==> src/rtl/core/circular_queue_with_walk_core_defines.svh <==
// Assertion macros for the circular queue with walk core.
`ifndef CIRCULAR_QUEUE_WITH_WALK_CORE_DEFINES_SVH
`define CIRCULAR_QUEUE_WITH_WALK_CORE_DEFINES_SVH

`ifndef SYNTHESIS

// Same-cycle implication, disabled while reset is asserted.
`define CQW_ASSERT_IMPL(lbl, clk, rst_n, ante, cons) \
    lbl: assert property (@(posedge clk) disable iff (!(rst_n)) (ante) |-> (cons)) \
        else $error("assertion failed");

// Next-cycle implication, disabled while reset is asserted.
`define CQW_ASSERT_NEXT(lbl, clk, rst_n, ante, cons) \
    lbl: assert property (@(posedge clk) disable iff (!(rst_n)) (ante) |=> (cons)) \
        else $error("assertion failed");

`else

`define CQW_ASSERT_IMPL(lbl, clk, rst_n, ante, cons)
`define CQW_ASSERT_NEXT(lbl, clk, rst_n, ante, cons)

`endif

`endif

==> src/rtl/core/cqw_pkg.sv <==
// Shared types and constants for the circular queue with walk core.
package cqw_pkg;

    localparam int DEPTH_DEFAULT = 16;
    localparam int RESULT_LIMIT  = 16;
    localparam int CAP_W         = 5;
    localparam logic [CAP_W-1:0] CAP_RESET = 5'd16;

    localparam logic [1:0] ACT_ENQ  = 2'd0;
    localparam logic [1:0] ACT_DEQ  = 2'd1;
    localparam logic [1:0] ACT_LIST = 2'd2;

    localparam logic [1:0] ST_OK    = 2'd0;
    localparam logic [1:0] ST_FULL  = 2'd1;
    localparam logic [1:0] ST_EMPTY = 2'd2;

    typedef struct packed {
        logic [1:0]         action;
        logic signed [31:0] data_in;
    } t_in_item;

    typedef struct packed {
        logic [1:0]         status;
        logic signed [31:0] data_out;
        logic               last;
    } t_out_item;

endpackage

==> src/rtl/core/circular_queue_with_walk_core.sv <==
// Circular queue of signed words with enqueue, dequeue and an oldest-to-newest walk.
//
// The block takes one request item at a time over a valid/stall channel and returns its
// results over a second valid/stall channel. Enqueue stores a word at the tail and returns
// one item (ok, or full with the word dropped). Dequeue returns the oldest word, or one
// empty item. List walks the stored words from oldest to newest, one result item per word
// with last set on the newest, leaving the queue untouched; an empty queue gives a single
// empty item. Action code 3 is ignored and gives no result. The capacity register sets how
// many slots wrap (zero acts as one, values above the storage depth or 16 saturate), and
// writing it empties the queue; write it only while no request is in flight. An enqueue
// (or any full/empty answer) goes from the idle state straight to the output state; a
// dequeue passes through the read state first, and a list passes through the read and
// output states for each word. This follows from the single storage read port, whose
// read data is registered before it reaches the output register, and from one shared
// index-advance unit that steps the tail, head and walk pointer in turn. Output stall
// holds the result. No clearing pass runs after reset: slots are only read once written.
module circular_queue_with_walk_core #(
    parameter int DEPTH = cqw_pkg::DEPTH_DEFAULT
) (
    input  logic                       i_clk,
    input  logic                       i_rst_n,
    input  logic                       i_cfg_wr_en,
    input  logic [cqw_pkg::CAP_W-1:0]  i_cfg_wr_data,
    input  logic                       i_in_valid,
    output logic                       o_in_stall,
    input  cqw_pkg::t_in_item          i_in_item,
    output logic                       o_out_valid,
    input  logic                       i_out_stall,
    output cqw_pkg::t_out_item         o_out_item
);
    import cqw_pkg::*;

    `include "circular_queue_with_walk_core_defines.svh"

    // Slots actually reachable: capacity never exceeds the result limit per request.
    localparam int USED = (DEPTH < RESULT_LIMIT) ? DEPTH : RESULT_LIMIT;
    localparam int IW   = $clog2(USED);
    localparam int CW   = $clog2(USED + 1);
    localparam int XW   = ((IW + 1) > CW) ? (IW + 1) : CW;

    typedef enum logic [1:0] {
        S_IDLE,
        S_READ,
        S_OUT
    } t_state;

    t_state           r_state;
    logic [CAP_W-1:0] r_cap;
    logic [IW-1:0]    r_head;
    logic [IW-1:0]    r_tail;
    logic [IW-1:0]    r_walk;
    logic [CW-1:0]    r_count;
    logic [CW-1:0]    r_left;
    logic             r_is_list;
    t_out_item        r_out;
    logic [31:0]      r_rd_data;
    logic [31:0]      r_mem [USED];

    logic [CAP_W-1:0] cap_clamp;
    logic [CW-1:0]    cap_use;
    logic             in_acc;
    logic             out_acc;
    logic             q_full;
    logic             q_empty;
    logic             walk_more;
    logic [IW-1:0]    adv_in;
    logic [IW:0]      adv_sum;
    logic [IW-1:0]    adv_nxt;
    logic             mem_we;
    logic             mem_re;
    logic [IW-1:0]    rd_addr;

    // Clamp the capacity register to the range of slots in use.
    always_comb begin
        if (r_cap == '0) begin
            cap_clamp = CAP_W'(1);
        end else if (r_cap > CAP_W'(USED)) begin
            cap_clamp = CAP_W'(USED);
        end else begin
            cap_clamp = r_cap;
        end
    end
    assign cap_use = cap_clamp[CW-1:0];

    assign in_acc    = i_in_valid && !o_in_stall;
    assign out_acc   = o_out_valid && !i_out_stall;
    assign q_full    = (r_count >= cap_use);
    assign q_empty   = (r_count == '0);
    assign walk_more = r_is_list && (r_left > CW'(1));

    // Shared index-advance unit: tail on enqueue, head on dequeue, walk pointer on list.
    always_comb begin
        unique case (r_state)
            S_IDLE:  adv_in = r_tail;
            S_READ:  adv_in = r_head;
            S_OUT:   adv_in = r_walk;
            default: adv_in = r_tail;
        endcase
    end
    assign adv_sum = {1'b0, adv_in} + (IW + 1)'(1);
    assign adv_nxt = (XW'(adv_sum) >= XW'(cap_use)) ? '0 : adv_sum[IW-1:0];

    // Storage port control: write on a successful enqueue, read the head on a request
    // that needs data, read the next slot while walking.
    assign mem_we  = in_acc && (i_in_item.action == ACT_ENQ) && !q_full;
    assign mem_re  = (in_acc && !q_empty &&
                      ((i_in_item.action == ACT_DEQ) || (i_in_item.action == ACT_LIST)))
                     || ((r_state == S_OUT) && out_acc && walk_more);
    assign rd_addr = (r_state == S_OUT) ? adv_nxt : r_head;

    always_ff @(posedge i_clk) begin
        if (mem_we) begin
            r_mem[r_tail] <= i_in_item.data_in;
        end
        if (mem_re) begin
            r_rd_data <= r_mem[rd_addr];
        end
    end

    // Sequencer: state, queue pointers and the output register.
    always_ff @(posedge i_clk) begin
        if (!i_rst_n) begin
            r_state   <= S_IDLE;
            r_cap     <= CAP_RESET;
            r_head    <= '0;
            r_tail    <= '0;
            r_walk    <= '0;
            r_count   <= '0;
            r_left    <= '0;
            r_is_list <= 1'b0;
        end else begin
            unique case (r_state)
                S_IDLE: begin
                    if (in_acc) begin
                        case (i_in_item.action)
                            ACT_ENQ: begin
                                if (q_full) begin
                                    r_out <= '{status: ST_FULL, data_out: '0, last: 1'b1};
                                end else begin
                                    r_tail  <= adv_nxt;
                                    r_count <= r_count + CW'(1);
                                    r_out   <= '{status: ST_OK, data_out: '0, last: 1'b1};
                                end
                                r_state <= S_OUT;
                            end
                            ACT_DEQ: begin
                                if (q_empty) begin
                                    r_out   <= '{status: ST_EMPTY, data_out: '0, last: 1'b1};
                                    r_state <= S_OUT;
                                end else begin
                                    r_is_list <= 1'b0;
                                    r_left    <= CW'(1);
                                    r_state   <= S_READ;
                                end
                            end
                            ACT_LIST: begin
                                if (q_empty) begin
                                    r_out   <= '{status: ST_EMPTY, data_out: '0, last: 1'b1};
                                    r_state <= S_OUT;
                                end else begin
                                    r_is_list <= 1'b1;
                                    r_left    <= r_count;
                                    r_walk    <= r_head;
                                    r_state   <= S_READ;
                                end
                            end
                            default: begin
                                // Unused code: drop the request, no result.
                                r_state <= S_IDLE;
                            end
                        endcase
                    end
                end
                S_READ: begin
                    r_out <= '{status: ST_OK, data_out: r_rd_data, last: (r_left == CW'(1))};
                    if (!r_is_list) begin
                        r_head  <= adv_nxt;
                        r_count <= r_count - CW'(1);
                    end
                    r_state <= S_OUT;
                end
                S_OUT: begin
                    if (out_acc) begin
                        if (walk_more) begin
                            r_walk  <= adv_nxt;
                            r_left  <= r_left - CW'(1);
                            r_state <= S_READ;
                        end else begin
                            r_state <= S_IDLE;
                        end
                    end
                end
                default: begin
                    r_state <= S_IDLE;
                end
            endcase

            // A capacity write empties the queue so the indices stay in range.
            if (i_cfg_wr_en) begin
                r_cap   <= i_cfg_wr_data;
                r_head  <= '0;
                r_tail  <= '0;
                r_count <= '0;
            end
        end
    end

    assign o_in_stall  = (r_state != S_IDLE);
    assign o_out_valid = (r_state == S_OUT);
    assign o_out_item  = r_out;

    // Fill level never passes the capacity in use.
    `CQW_ASSERT_IMPL(a_count_in_range, i_clk, i_rst_n, 1'b1, r_count <= cap_use)
    // No new request is taken while a result is on offer.
    `CQW_ASSERT_IMPL(a_busy_while_out, i_clk, i_rst_n, o_out_valid, o_in_stall)
    // A result without last must belong to a walk with words still to come.
    `CQW_ASSERT_IMPL(a_walk_not_last, i_clk, i_rst_n, o_out_valid && !o_out_item.last,
                     r_is_list && (r_left > CW'(1)))
    // A successful enqueue grows the queue by one word.
    `CQW_ASSERT_NEXT(a_enq_grows, i_clk, i_rst_n, mem_we && !i_cfg_wr_en,
                     r_count == $past(r_count) + CW'(1))

endmodule
==> config.mk <==
export PLATFORM = sky130hd
export DESIGN_NAME = circular_queue_with_walk_core
export DESIGN_NICKNAME = d
export VERILOG_FILES = /design/src/rtl/core/cqw_pkg.sv /design/src/rtl/core/circular_queue_with_walk_core.sv
export VERILOG_INCLUDE_DIRS = /design/src /design/src/rtl/core
export SDC_FILE = /design/constraint.sdc
export NUM_CORES = 1
export LEC_CHECK = 0
export ABC_AREA = 0
export ABC_CLOCK_PERIOD_IN_PS = 6380
export BUFFER_PORTS_ARGS = -buffer_cell sky130_fd_sc_hd__buf_2
export CORE_UTILIZATION = 62
export CTS_CLUSTER_DIAMETER = 50
export DETAILED_ROUTE_END_ITERATION = 6
export GPL_TIMING_DRIVEN = 1
export PLACE_DENSITY = 0.88
export SYNTH_ARGS = -nofsm -noshare
export SYNTH_HDL_FRONTEND = slang
export SYNTH_SLANG_ARGS = --single-unit
==> constraint.sdc <==
create_clock -name i_clk -period 6.38 [get_ports i_clk]
set_input_delay 0.638 -clock i_clk [delete_from_list [all_inputs] [get_ports i_clk]]
set_output_delay 0.638 -clock i_clk [all_outputs]
set_load 0.1 [all_outputs]
==> impl_metrics.ini <==
[outcome]
outcome = finished, final reports clean

[routing]
routed_via_density = 6.49
ant_nets = 0
drt-pass1-iter-count = 5
wirelength_met1_mm = 20.7
wirelength_mm = 56.8
vias = 14146
route.detailed.drc = 0
dr.max_layer_used = met5
wl_met2_mm = 28.5
drt-wirelength-per-cell_um = 26.1
wl_met3_mm = 5.02
dr.first_iter.drc_count = 1815

[sta]
rsz0062_at_grt = false
setup_viol = 0
worst_slew_pin_slew_ns = 1.38
finalSetupTns_ns = 0
whs_ns = 0.259
timing.final.crit_share_pct = 86.1
maxSlewHeadroom_pct = 7.52
max_freq_mhz = 182
min_period_ns = 5.49
final.setup_skew_ns = 0.0170
slew_viol_final = 0
hold_violations = 0

[critical_path]
worstPathCellList = inv_1 > ha_2 > a22oi_1 > a21oi_2 > ha_1 > xnor2_2 > inv_2 > ha_1 > nand2_1 > o21ai_1 > a31oi_2 > a31oi_4 > buf_12 > buf_12 > mux2i_1 > mux2i_1 > a32oi_1 > o221ai_1
critPathLaunchType = flop
cpMaxStageDelayCell = ha_2
endpoint_kind = flop
worstPathArrival_ns = 5.79
cp-endpoint = r_rd_data[1]
cp.required_ns = 6.67
ff2ff_setup_slack_ns = 0.89
crit_start = r_state[1]
reg2reg_depth = 18
cp_max_fo = 47
critPathMaxStageDelay_ns = 0.87
r2r-start = r_state[1]
crit_type = reg -> reg
rr_endpoint = r_rd_data[1]

[job]
maxCapViolations = 0

[clock_network]
clk_path_buf_depth = 3
cts-root-buf = clkbuf_16
cts_made_buffers = 58
insertion_delay_ns = 0.60
clkSinkCount = 609
cts_setup_buffers = 0
hold_buffers = 0
htree_levels = 2
cts_resized = 0
clk_pin_slew_worst_paths_ns = 0.06
cts_tree = built

[layout]
drive_gt1_share_pct = 17.1
final_nets = 1684
fin_cells = 2181
utilization_pct = 71.1
syn2layout_area_growth_pct = 12.1

[global_routing]
grt_pass1_vias = 14319
grt_usage_pct = 28.2
antenna_found_initial = 3
gr-total-overflow = 0
grt_max_degree = 107
grt_pass1_wl_mm = 85.1

[floorplanning]
floorplan.initialDensity_pct = 63.4
core_mm2 = 0.0389
rows = 72
die-height_um = 201
die-area_mm2 = 0.0406
die_x_um = 201
ios = 81

[logic_synthesis]
syn_area_mm2 = 0.0247
synth_top_flop_cell = edfxtp_1
synth_top_cell_area_share_pct = 70.5
ys_top_cells_by_area = edfxtp_1 70%, mux2i_1 9.8%, dfxtp_1 2.4%
seq_area_frac_synth_pct = 72.9
ys_types = 53
synth_nets = 1586
syn-instance-count = 1517
yosys.area.top_type = edfxtp_1
synth-edff-count = 579
synth_warnings = 0
synthArstFlopShare_pct = 0
ys_ff_latch = 609
syn_area_per_cell_um2 = 16.3

[power_and_ir_drop]
ir_worst_vdd_v = 0.000196
power_density_mw_per_mm2 = 299
p_leak_uw = 0.0107

[place]
hpwl_mm = 29.4
place_congestion = 0.821
port_buffers = 80
dpl.cell_count = 2073

[min_path]
holdCritPathClass = in -> reg
routing by layer:
layer | global-route usage [%] | up-vias
met5 | 0 | -
met4 | 14.0 | 2
met1 | 35.2 | 7036
met3 | 5.20 | 201
li1 | - | 6035
met2 | 47.6 | 872
worst max-delay path: cells and delay by family (launching register included):
kind | cells | cell delay [ns]
xor gates and xnor gates | 1 | 0.15
muxes | 2 | 0.38
buffers and inverters | 4 | 0.69
and+or+nand+nor | 1 | 0.06
DFF | 1 | 0.35
AOI/OAI and AO/OA | 7 | 2.07
adders and majority gates | 3 | 1.43
synthesized netlist by cell type (12+ instances only):
cell	count
ha_1	24
nor2b_1	15
mux2_2	52
clkbuf_1	37
mux2i_1	242
edfxtp_1	579
nand2_1	91
buf_2	15
dfxtp_1	30
a32oi_1	31
and2_1	33
inv_1	13
buf_6	22
o221ai_1	32
mux2_1	12
nor2_1	107
a21oi_1	80
power by group:
part	internal (uW)	switching, uW	total (uW)
Clock	1900	1440	3340
Sequential	4410	15.4	4420
Combinational	157	358	516
Total	6470	1810	8280
cells by family (layout without fill, tap and decap cells):
logic type	Yosys count	in the layout	share of synthesized area (%)
adder cells (fa/ha/maj)	25	25	1.30
buffers and inverters	97	240	2.24
flip-flops	609	609	72.9
multiplexers	306	306	12.7
AO/OA/AOI/OAI	197	197	5.65
AND/OR/NAND/NOR	279	279	4.99
XOR/XNOR	4	4	0.172
other	0	3	0
layout make-up:
cell class              instances  area (um^2)
diodes                          3         7.51
clock buffers                  79         1590
clock inverters                26          234
fillers                      2234        11300
inverters                      14         52.6
multi-input cells             811         6280
flip-flops and latches        609        18000
well taps                     518          648
repair buffers                121          858
per-stage QoR:
step | power [uW] | worst slack [ns] | cell area [um^2]
4_1_cts | 8300 | 0.935 | 27700
3_5_place_dp | 5010 | 0.957 | 25800
6_report | 8280 | 0.885 | 27700
2_1_floorplan | 4860 | 1.47 | 24700
5_1_grt | 8480 | 0.616 | 27700
3_3_place_gp | 4990 | 1.24 | 25800
how the worst min path moves through the flow:
| stage | startpoint | endpoint | slack [ns] | cells after the start |
|---|---|---|---|---|
| 3_5_place_dp | r_left[4] | r_left[4] | 0.49 | 2 |
| 2_1_floorplan | r_left[4] | r_left[4] | 0.46 | 2 |
| 6_report | i_cfg_wr_data[4] | r_cap[4] | 0.26 | 3 |
| 3_3_place_gp | r_left[4] | r_left[4] | 0.47 | 2 |
| 5_1_grt | i_cfg_wr_data[4] | r_cap[4] | 0.25 | 3 |
| 4_1_cts | i_cfg_wr_data[4] | r_cap[4] | 0.24 | 3 |
registers in the layout, summed over array words and instances (netlist names):
name and count:
r_mem 512, o_out_item 35, r_rd_data 32, r_cap 5, r_count 5, r_left 5, r_head 4, r_tail 4
r_walk 4, r_state 2, r_is_list 1
cell usage in the layout (no fill, tap or decap), types with 4 or more instances in the layout:
cell,count
nand3_1,9
ha_1,23
o221ai_1,32
bufinv_16,4
a32oi_1,31
a211oi_1,4
a21oi_1,80
clkinv_2,4
inv_1,13
nor2b_1,15
mux2i_1,242
nor3_1,7
nor2_1,92
nand2b_1,6
nor3_2,4
a21o_1,9
nand2_1,91
dfxtp_1,30
edfxtp_1,579
o21ai_0,5
mux2_2,52
buf_4,29
buf_12,12
clkinv_1,12
clkbuf_1,18
and2_1,33
nor2_4,14
buf_2,80
clkbuf_16,61
mux2_1,12
Note: power is estimated with default switching activity, not from simulation.
